==> config.mk <==
export PLATFORM = sky130hd
export DESIGN_NAME = ipv4_text_address_parser
export DESIGN_NICKNAME = d
export VERILOG_FILES = /design/src/rtl/ipv4p_pkg.sv /design/src/rtl/ipv4p_octet_check.sv /design/src/rtl/ipv4_text_address_parser.sv
export SDC_FILE = /design/constraint.sdc
export NUM_CORES = 1
export LEC_CHECK = 0
export BUFFER_PORTS_ARGS = -buffer_cell sky130_fd_sc_hd__buf_2
export CORE_UTILIZATION = 40
export CTS_CLUSTER_DIAMETER = 50
export DETAILED_ROUTE_END_ITERATION = 7
export SYNTH_ARGS = -nofsm -noshare
export SYNTH_HDL_FRONTEND = slang
export SYNTH_SLANG_ARGS = --single-unit
==> constraint.sdc <==
create_clock -name aclk -period 2.6 [get_ports aclk]
set_input_delay 0.52 -clock aclk [delete_from_list [all_inputs] [get_ports aclk]]
set_output_delay 0.52 -clock aclk [all_outputs]
set_load 0.1 [all_outputs]
==> src/rtl/ipv4p_pkg.sv <==
// Shared types and constants for the IPv4 dotted-decimal text parser.
// No dependencies; used by ipv4p_octet_check and ipv4_text_address_parser.
`timescale 1ns / 1ps
`default_nettype none

package ipv4p_pkg;

    // Character codes
    localparam logic [7:0] CH_DOT       = 8'd46;
    localparam logic [7:0] CH_ZERO      = 8'd48;
    localparam logic [7:0] CH_NINE      = 8'd57;
    localparam logic [7:0] DELIM_RESET  = 8'd9;    // tab

    // Octet limits
    localparam logic [9:0] OCTET_MAX    = 10'd255;
    localparam logic [2:0] OCTET_DIGITS = 3'd3;
    localparam logic [2:0] PART_LIMIT   = 3'd4;
    localparam logic [2:0] LAST_DOT     = 3'd3;
    localparam logic [9:0] DECIMAL_BASE = 10'd10;

    // Status codes
    localparam logic [2:0] ST_OK        = 3'd0;
    localparam logic [2:0] ST_PARTS     = 3'd1;
    localparam logic [2:0] ST_EMPTY     = 3'd2;
    localparam logic [2:0] ST_NONDIGIT  = 3'd3;
    localparam logic [2:0] ST_TOO_LONG  = 3'd4;
    localparam logic [2:0] ST_OVER_255  = 3'd5;

    // State of the octet being collected
    typedef struct packed {
        logic [2:0] length;     // saturates at PART_LIMIT
        logic [9:0] value;      // first three digits only
        logic       nondigit;
    } octet_t;

endpackage

`default_nettype wire

==> src/rtl/ipv4p_octet_check.sv <==
// Classifies one finished octet into a status code.
// Depends on ipv4p_pkg (octet_t, status codes).
`timescale 1ns / 1ps
`default_nettype none

module ipv4p_octet_check (
    input  ipv4p_pkg::octet_t octet,
    output logic [2:0]        err
);

    // Check order: empty, non-digit, too long, over 255
    always_comb begin
        priority if (octet.length == 3'd0) begin
            err = ipv4p_pkg::ST_EMPTY;
        end else if (octet.nondigit) begin
            err = ipv4p_pkg::ST_NONDIGIT;
        end else if (octet.length > ipv4p_pkg::OCTET_DIGITS) begin
            err = ipv4p_pkg::ST_TOO_LONG;
        end else if (octet.value > ipv4p_pkg::OCTET_MAX) begin
            err = ipv4p_pkg::ST_OVER_255;
        end else begin
            err = ipv4p_pkg::ST_OK;
        end
    end

endmodule

`default_nettype wire

==> src/rtl/ipv4_text_address_parser.sv <==
// Top level of the IPv4 dotted-decimal text parser.
// Depends on ipv4p_pkg and ipv4p_octet_check.
`timescale 1ns / 1ps
`default_nettype none

//  Channel   Direction  Handshake          Payload
//  s_        in         s_valid/s_ready    s_ch[7:0], s_line_end
//  m_        out        m_valid/m_ready    m_ip_address[31:0], m_status[2:0]
//  cfg_      in         cfg_we (no wait)   cfg_wdata[7:0] -> delimiter
//
//  One character per cycle while s_ready is high. Each accepted transfer updates the line state
//  in the same edge; an end-of-line transfer loads the result register,
//  which shows the result from the next cycle on.
//  s_ready stays high while the result register is empty or being drained,
//  so no new character is accepted while a finished result waits on m_ready.
//  aresetn (synchronous) clears line state, result valid and sets the
//  delimiter to tab; the three stored octets are not cleared.

module ipv4_text_address_parser (
    input  logic        aclk,
    input  logic        aresetn,

    input  logic        s_valid,
    output logic        s_ready,
    input  logic [7:0]  s_ch,
    input  logic        s_line_end,

    output logic        m_valid,
    input  logic        m_ready,
    output logic [31:0] m_ip_address,
    output logic [2:0]  m_status,

    input  logic        cfg_we,
    input  logic [7:0]  cfg_wdata
);

    // Line state
    logic [7:0]          delim_reg;
    logic                skipping_reg, skipping_next;
    logic [2:0]          dot_count_reg, dot_count_next;
    ipv4p_pkg::octet_t   octet_reg, octet_next;
    logic [2:0]          first_err_reg, first_err_next;

    // First three octets of the line; no reset, each read only after a write
    logic [7:0]          store_reg [3];

    // Result register
    logic                m_valid_reg, m_valid_next;
    logic [31:0]         addr_reg, addr_next;
    logic [2:0]          status_reg, status_next;

    logic                accept;
    logic [2:0]          octet_err;
    logic                is_digit;
    logic [3:0]          digit;
    logic                store_we;
    logic [2:0]          end_status;

    assign s_ready = !m_valid_reg || m_ready;
    assign accept  = s_valid && s_ready;

    assign m_valid      = m_valid_reg;
    assign m_ip_address = addr_reg;
    assign m_status     = status_reg;

    ipv4p_octet_check u_check (
        .octet (octet_reg),
        .err   (octet_err)
    );

    assign is_digit = (s_ch >= ipv4p_pkg::CH_ZERO) && (s_ch <= ipv4p_pkg::CH_NINE);
    assign digit    = 4'(s_ch - ipv4p_pkg::CH_ZERO);

    // Status at end of line: part count wins, then the earliest bad octet
    assign end_status = (dot_count_reg != ipv4p_pkg::LAST_DOT) ? ipv4p_pkg::ST_PARTS :
                        (first_err_reg != ipv4p_pkg::ST_OK)    ? first_err_reg :
                                                                  octet_err;

    always_comb begin
        skipping_next  = skipping_reg;
        dot_count_next = dot_count_reg;
        octet_next     = octet_reg;
        first_err_next = first_err_reg;
        m_valid_next   = m_valid_reg && !m_ready;
        addr_next      = addr_reg;
        status_next    = status_reg;
        store_we       = 1'b0;

        if (accept && s_line_end) begin
            m_valid_next = 1'b1;
            status_next  = end_status;
            addr_next    = (end_status == ipv4p_pkg::ST_OK) ?
                           {store_reg[0], store_reg[1], store_reg[2], octet_reg.value[7:0]} :
                           32'd0;
            // back to start of line
            skipping_next  = 1'b0;
            dot_count_next = 3'd0;
            first_err_next = ipv4p_pkg::ST_OK;
            octet_next     = '0;
        end else if (accept) begin
            if (skipping_reg || dot_count_reg >= ipv4p_pkg::PART_LIMIT) begin
                if (s_ch == delim_reg) begin
                    skipping_next = 1'b1;
                end
            end else if (s_ch == delim_reg) begin
                // delimiter test first: a dot delimiter does not split
                skipping_next = 1'b1;
            end else if (s_ch == ipv4p_pkg::CH_DOT) begin
                if (first_err_reg == ipv4p_pkg::ST_OK) begin
                    first_err_next = octet_err;
                end
                store_we       = dot_count_reg < ipv4p_pkg::LAST_DOT;
                dot_count_next = dot_count_reg + 3'd1;
                octet_next     = '0;
            end else begin
                if (is_digit) begin
                    // value stays below 100 here, so 10 bits hold the result
                    if (octet_reg.length < ipv4p_pkg::OCTET_DIGITS) begin
                        octet_next.value = 10'(octet_reg.value * ipv4p_pkg::DECIMAL_BASE)
                                         + {6'd0, digit};
                    end
                end else begin
                    octet_next.nondigit = 1'b1;
                end
                if (octet_reg.length < ipv4p_pkg::PART_LIMIT) begin
                    octet_next.length = octet_reg.length + 3'd1;
                end
            end
        end
    end

    always_ff @(posedge aclk) begin
        if (!aresetn) begin
            delim_reg     <= ipv4p_pkg::DELIM_RESET;
            skipping_reg  <= 1'b0;
            dot_count_reg <= 3'd0;
            octet_reg     <= '0;
            first_err_reg <= ipv4p_pkg::ST_OK;
            m_valid_reg   <= 1'b0;
        end else begin
            if (cfg_we) begin
                delim_reg <= cfg_wdata;
            end
            skipping_reg  <= skipping_next;
            dot_count_reg <= dot_count_next;
            octet_reg     <= octet_next;
            first_err_reg <= first_err_next;
            m_valid_reg   <= m_valid_next;
        end
    end

    // Payload registers, no reset
    always_ff @(posedge aclk) begin
        addr_reg   <= addr_next;
        status_reg <= status_next;
        if (store_we) begin
            store_reg[dot_count_reg[1:0]] <= octet_reg.value[7:0];
        end
    end

    // ---------------------------------------------------------------
    // Assertions
    // ---------------------------------------------------------------
    a_err_zero_addr: assert property (@(posedge aclk) disable iff (!aresetn)
        (m_valid && m_status != ipv4p_pkg::ST_OK) |-> (m_ip_address == 32'd0))
        else $error("error result with nonzero address");

    a_dot_sat: assert property (@(posedge aclk) disable iff (!aresetn)
        (dot_count_reg <= ipv4p_pkg::PART_LIMIT))
        else $error("dot count past saturation");

    a_len_sat: assert property (@(posedge aclk) disable iff (!aresetn)
        (octet_reg.length <= ipv4p_pkg::PART_LIMIT))
        else $error("octet length past saturation");

    a_line_restart: assert property (@(posedge aclk) disable iff (!aresetn)
        (accept && s_line_end) |=>
        (m_valid_reg && dot_count_reg == 3'd0 && !skipping_reg
         && first_err_reg == ipv4p_pkg::ST_OK && octet_reg.length == 3'd0))
        else $error("line state not cleared after end of line");

    a_status_range: assert property (@(posedge aclk) disable iff (!aresetn)
        m_valid |-> (m_status <= ipv4p_pkg::ST_OVER_255))
        else $error("status code out of range");

endmodule

`default_nettype wire
# Word level (Yosys, flattened, before mapping)
# Memories as Yosys holds them, arrays and structs flattened. A register that Yosys moved wholly into a read port is not among the register bits.
# Cells that the tools add are included.
dict set report op_classes {
  n_mux 19
  reduce_logical 25
  shifts 0
  order_cmp 8
  div 0
  bitwise 3
  add_sub_neg 4
  n_mul 1
  n_eq_ne 4
}
# op n
set ops {}
lappend ops {{3-bit 2-to-1 mux} 7}
lappend ops {{10-bit 2-to-1 mux} 2}
lappend ops {{14-bit 2-to-1 mux} 1}
lappend ops {{4-bit AND reduction} 3}
lappend ops {{10-bit by 4-bit adder with 10-bit output} 1}
lappend ops {{10-bit by 8-bit > comparator with 1-bit output (second input constant)} 1}
lappend ops {{10-bit by 3-bit multiplier with 9-bit output (second input constant)} 1}
lappend ops {{5-bit AND reduction} 2}
lappend ops {{3-bit zero test} 3}
lappend ops {{1-bit 2-to-1 mux} 9}
lappend ops {{8-bit by 6-bit equality test with 1-bit output (second input constant)} 1}
lappend ops {{8-bit equality test} 1}
lappend ops {{8-bit by 6-bit >= comparator with 1-bit output (second input constant)} 1}
lappend ops {{8-bit by 6-bit <= comparator with 1-bit output (second input constant)} 1}
lappend ops {{3-bit by 1-bit adder with 3-bit output (second input constant)} 2}
lappend ops {{3-bit by 2-bit < comparator with 1-bit output (second input constant)} 2}
lappend ops {{2-bit nonzero test} 3}
lappend ops {{1-bit zero test} 5}
lappend ops {{1-bit logical AND} 4}
lappend ops {{4-bit by 1-bit subtractor with 4-bit output (second input constant)} 1}
lappend ops {{3-bit >= comparator (second input constant)} 1}
lappend ops {{3-bit by 2-bit > comparator with 1-bit output (second input constant)} 1}
lappend ops {{3-bit < comparator (second input constant)} 1}
lappend ops {{3-bit by 2-bit != test with 1-bit output (second input constant)} 1}
lappend ops {{other kinds (6)} 9}
dict set report word_totals {
  wordCells 75
  mem_bits_rw 24
  latch_bits 0
  mem_bits_ro 0
  in_bits 22
  register_bits 65
  n_memories 1
  out_inout_bits 37
}
# memory depth word_bits rd rd_clocked_by_memory_dff write_ports line_no
set memory_table {}
lappend memory_table {store_reg 3 8 3 3 1 ipv4_text_address_parser.sv:45} ;# logic [7:0] store_reg [3];

# Depth between registers and ports, before layout
dict set report depth {
  word_depth 9
  ltp_mapped 10
  ltp_nobuf 10
}

# Cells and area by module
# Synthesis repeated with hierarchy kept, for this count alone.
dict set report unflattened {
  hier_cells 312
  hier_area_um2 3965.1
}
# mod cells_per_inst instances seq_area_each_um2 area_per_inst_um2
set modules_own_cells {}
lappend modules_own_cells {ipv4_text_address_parser 304 1 2372.3 3917.5}
lappend modules_own_cells {ipv4p_octet_check 8 1 0.0 47.5}

# Least setup slack after synthesis
# No wires, ideal clock.
dict set report synth_timing {
  path_type {register to register}
  startpoint {register m_valid_reg, in the netlist m_valid}
  endpoint {memory store_reg[0][0] (enable)}
  path_stages_with_launch 6
  setup_time_ns 0.277
  period_less_slack_ns 3.139
  t_arrival_ns 2.863
  slack_ns -0.539
  required_ns 2.323
  n_path_buf 1
  cell_sequence {dfxtp_1 nand2b_1 o2111ai_1 clkbuf_1 nor4_1 and4_1}
}
dict set report synth_via {
  elab_chain_cells 7
  word_cells_on_any_way 8
  classes_between {4 x mux; 4 x reduce/logical}
}
# element line_no
set synth_rtl {}
lappend synth_rtl {{start: declaration} ipv4_text_address_parser.sv:48} ;# logic m_valid_reg, m_valid_next;
lappend synth_rtl {{start signal: assignment} ipv4_text_address_parser.sv:148} ;# m_valid_reg <= m_valid_next;
lappend synth_rtl {{1-bit zero test (*)} ipv4_text_address_parser.sv:59} ;# assign s_ready = !m_valid_reg || m_ready;
lappend synth_rtl {{1-bit logical OR (*)} ipv4_text_address_parser.sv:59}
lappend synth_rtl {{named net s_ready} ipv4_text_address_parser.sv:24} ;# output logic s_ready,
lappend synth_rtl {{1-bit logical AND (*)} ipv4_text_address_parser.sv:60} ;# assign accept = s_valid && s_ready;
lappend synth_rtl {{1-bit 2-to-1 mux / 1-bit logical AND (equally long branches)} {ipv4_text_address_parser.sv:100, ipv4_text_address_parser.sv:89}}
lappend synth_rtl {{1-bit 2-to-1 mux (*)} ipv4_text_address_parser.sv:89} ;# if (accept && s_line_end) begin
lappend synth_rtl {{1-bit 2-to-1 mux (*)} ipv4_text_address_parser.sv:156} ;# if (store_we) begin
lappend synth_rtl {{1-bit 2-to-1 mux (implied by the code) (*)} ipv4_text_address_parser.sv:157} ;# store_reg[dot_count_reg[1:0]] <= octet_reg.value[7:0];
lappend synth_rtl {{end: declaration} ipv4_text_address_parser.sv:45}
# Mark *: on every way through the listed nets, which the timed path passes. The rest lies on a longest branch.

# Worst setup path in the final report
dict set report layout_timing {
  startpoint {register octet_reg[2] (netlist bit)}
  endpoint {register octet_reg[10] (netlist bit)}
}
dict set report layout_via {
  elab_chain_cells 5
}
# element line_no
set layout_rtl {}
lappend layout_rtl {{start: declaration} ipv4_text_address_parser.sv:41} ;# ipv4p_pkg::octet_t octet_reg, octet_next;
lappend layout_rtl {{start signal: assignment} ipv4_text_address_parser.sv:146} ;# octet_reg <= octet_next;
lappend layout_rtl {{10-bit by 3-bit multiplier with 9-bit output} ipv4_text_address_parser.sv:119} ;# octet_next.value = 10'(octet_reg.value * ipv4p_pkg::DECIMAL_BASE)
lappend layout_rtl {{10-bit by 4-bit adder with 10-bit output} ipv4_text_address_parser.sv:120} ;# + {6'd0, digit};
lappend layout_rtl {{10-bit 2-to-1 mux} ipv4_text_address_parser.sv:118} ;# if (octet_reg.length < ipv4p_pkg::OCTET_DIGITS) begin
lappend layout_rtl {{10-bit 2-to-1 mux} ipv4_text_address_parser.sv:116} ;# if (is_digit) begin
lappend layout_rtl {{14-bit 2-to-1 mux} ipv4_text_address_parser.sv:108} ;# end else if (s_ch == ipv4p_pkg::CH_DOT) begin
# Every way passes these cells. The select of a mux whose other input is x is not followed.
# A chain may end at the register's enable or synchronous reset.

==> impl_metrics.yaml <==
worst_setup_path:
  arrival_ps: 2840
  crit_chain: "ha_1 -> ha_1 -> inv_1 -> fa_2 -> nand2b_4 -> a21oi_4 -> xor2_2 -> buf_4 -> a31o_2 -> a2111oi_4 -> nand3b_1"
  crit_required_ps: 2920
  crit_path_end_kind: "register"
  crit_type: "register to register"
  cp-startpoint: "octet_reg[2]"
  start_kind: "register"
  reg2reg_from: "octet_reg[2]"
  path_buf_inv: 2
  max_stage_delay_ps: 350
  crit_top_cell: "ha_1"
  crit_path_max_fanout: 3
  cp_top_family: "adder cells"
  slowest_stage: "fa_2"
global_route:
  grt_pass1_wl_mm: 11.5
  use_met3_pct: 3.56
  busiest_layer: "met2"
  antenna_found_initial: 0
  grt.total_usage_pct: 15.0
  grt_max_degree: 33
  use_met1_pct: 18.5
  grt_pass1_vias: 2415
  grt-ovfl-total: 0
  use_met2_pct: 24.9
final_layout:
  final_cell_mix: "edfxtp_1 (59), buf_2 (58), and2_2 (28), dfxtp_1 (28), nor2_1 (25)"
  largest_register_ffs: 32
  area_growth_pct: 19.8
  final_cells: 531
  diodes: 0
  drive_gt1_share_pct: 34.4
  final_common_cell: "edfxtp_1"
  fin_nets: 439
clock_network:
  cts-root-buf: "clkbuf_8"
  ctsHoldBuffers: 0
  clock-sinks: 89
  numCtsBuffers: 9
  cts_tree: "done"
  clk_latency_ps: 380
  cts_buffer_depth: 2
  path_clk_slew_ps: 100
  cts_max_level: 3
min_path:
  hp-start: "cfg_wdata[3]"
  hp-class: "input port to register"
job:
  drv_cap: 0
timing:
  fin_ws_ps: 81.3
  fmax_mhz: 397
  skew_ps: 14.1
  finalCriticalPeriod_ps: 2520
  setup_violations: 0
  finalHoldViolCount: 0
  tightestPinTransition_ps: 556
  drv_slew: 0
  fin_crit_sh_pct: 96.9
  slew-limit-headroom_pct: 62.9
detailed_routing:
  drc: 0
  via_count: 2544
  routed_wl_mm: 7.26
  ant_nets: 0
  routed_via_density: 4.79
  wl_per_cell_um: 13.7
  drtPass1Iterations: 4
  drt_iter0_markers: 99
synthesis:
  synthCells: 320
  ys_types: 47
  ys_ff_latch: 89
  syn_area_mm2: 0.00401
  yosysWarnings: 0
  syn_nets: 366
  synth.avg_cell_area_um2: 12.5
  synth_edf_count: 59
  ys_dominant_reg_cell: "edfxtp_1"
  seq_area_frac_synth_pct: 59.1
  async_flop_share_pct: 0
place:
  io_buffers: 58
  dpl_worst_slack_ps: -3.11
  hpwl_mm: 5.10
  place_inst: 514
  gp_congestion: 0.808
floorplanning:
  chipHeight_um: 102
  coreArea_mm2: 0.00973
  ios: 59
  die_x_um: 102
  dieArea_mm2: 0.0104
  start_util_pct: 41.2
  rows: 36
power_and_ir_drop:
  cellPowerDensity_mw_per_mm2: 569
  p_leak_uw: 0.00194
  peakVddDrop_v: 0.000218
run_status:
  status: "completed"
==> final cells by class <==
class / instances / area (µm²)
tap: 133 / 166
timing repair buffer: 72 / 420
sequential: 89 / 2370
fill: 894 / 4920
multi-input combinational: 210 / 1610
clock buffer: 9 / 124
inverter: 11 / 41.3
clock inverter: 7 / 66.3
==> cell families after synthesis <==
| logic type | share of synthesized area [%] |
|---|---|
| AND/OR/NAND/NOR | 17.8 |
| flip-flops | 59.1 |
| AO/OA/AOI/OAI | 6.11 |
| adder cells (fa/ha/maj) | 7.86 |
| buffers and inverters | 2.25 |
| XOR/XNOR | 4.37 |
| multiplexers | 2.50 |
==> synth_stat cells, types with 2 or more instances <==
library cell   n  area [µm²]
nand2b_1       2        12.5
clkbuf_1       6        22.5
xnor2_1       12         105
nor3b_1        2        15.0
nor2b_1        8        50.1
a21oi_2        2        17.5
mux2i_1       10         100
nand3_1        9        45.0
a21o_1         3        22.5
and4_1         3        26.3
and2_2        28         210
a22oi_1        3        22.5
fa_1           2        40.0
a31oi_1        2        12.5
nand2_1       15        56.3
dfxtp_1       30         601
xor2_1         8        70.1
a21oi_1       13        65.1
edfxtp_1      59        1770
nor4_1         2        12.5
nor3_1         6        30.0
o21ai_0        4        20.0
nor2_1        25        93.8
and2_1         6        37.5
nand4_1        5        31.3
ha_1          22         275
clkbuf_2       3        15.0
inv_1         11        41.3
==> worst paths after layout <==
| check | depth (start not counted) | to | slack, ps |
|---|---|---|---|
| max | 11 | octet_reg[10] | 80 |
| min | 3 | delim_reg[3] | 360 |
| max reg2reg | 11 | octet_reg[10] | 80 |
| min reg2reg | 2 | skipping_reg | 500 |
==> worst min-delay path: stages <==
cell     delay, ps
buf_2           70
mux2i_1         50
nand2_1         60
==> power breakdown <==
group / switching, µW / total (µW) / internal (µW)
Sequential: 12.7 / 1540 / 1520
Combinational: 212 / 276 / 63.5
Clock: 546 / 922 / 376
Total: 771 / 2730 / 1960
==> metal layers <==
metal | part of all wire [%] | up-vias
li1 | - | 1283
met1 | 45 | 1174
met2 | 49 | 75
met3 | 4.5 | 12
met4 | 1.8 | 0
met5 | 0 | -
==> timing repair <==
item / in CTS / in global routing
pin swaps: 0 / 4
resized for setup: 1 / 10
setup endpoints to repair: 1 / 1
setup buffers: 0 / 1
==> through the flow <==
stage | cell area (µm²) | utilization [%] | total power, µW | hold WS (ps) | setup TNS, ps
after floorplan | 4020 | - | 1780 | 438 | 0
after global placement | 4550 | 46.7 | 1840 | 447 | 0
after detailed placement | 4550 | 46.7 | 1850 | 480 | -3.11
after CTS | 4740 | 48.7 | 2770 | 346 | 0
after global routing | 4800 | 49.4 | 2840 | 359 | -25.4
final | 4800 | 49.4 | 2730 | 357 | 0
(Power assumes the default switching activity.)
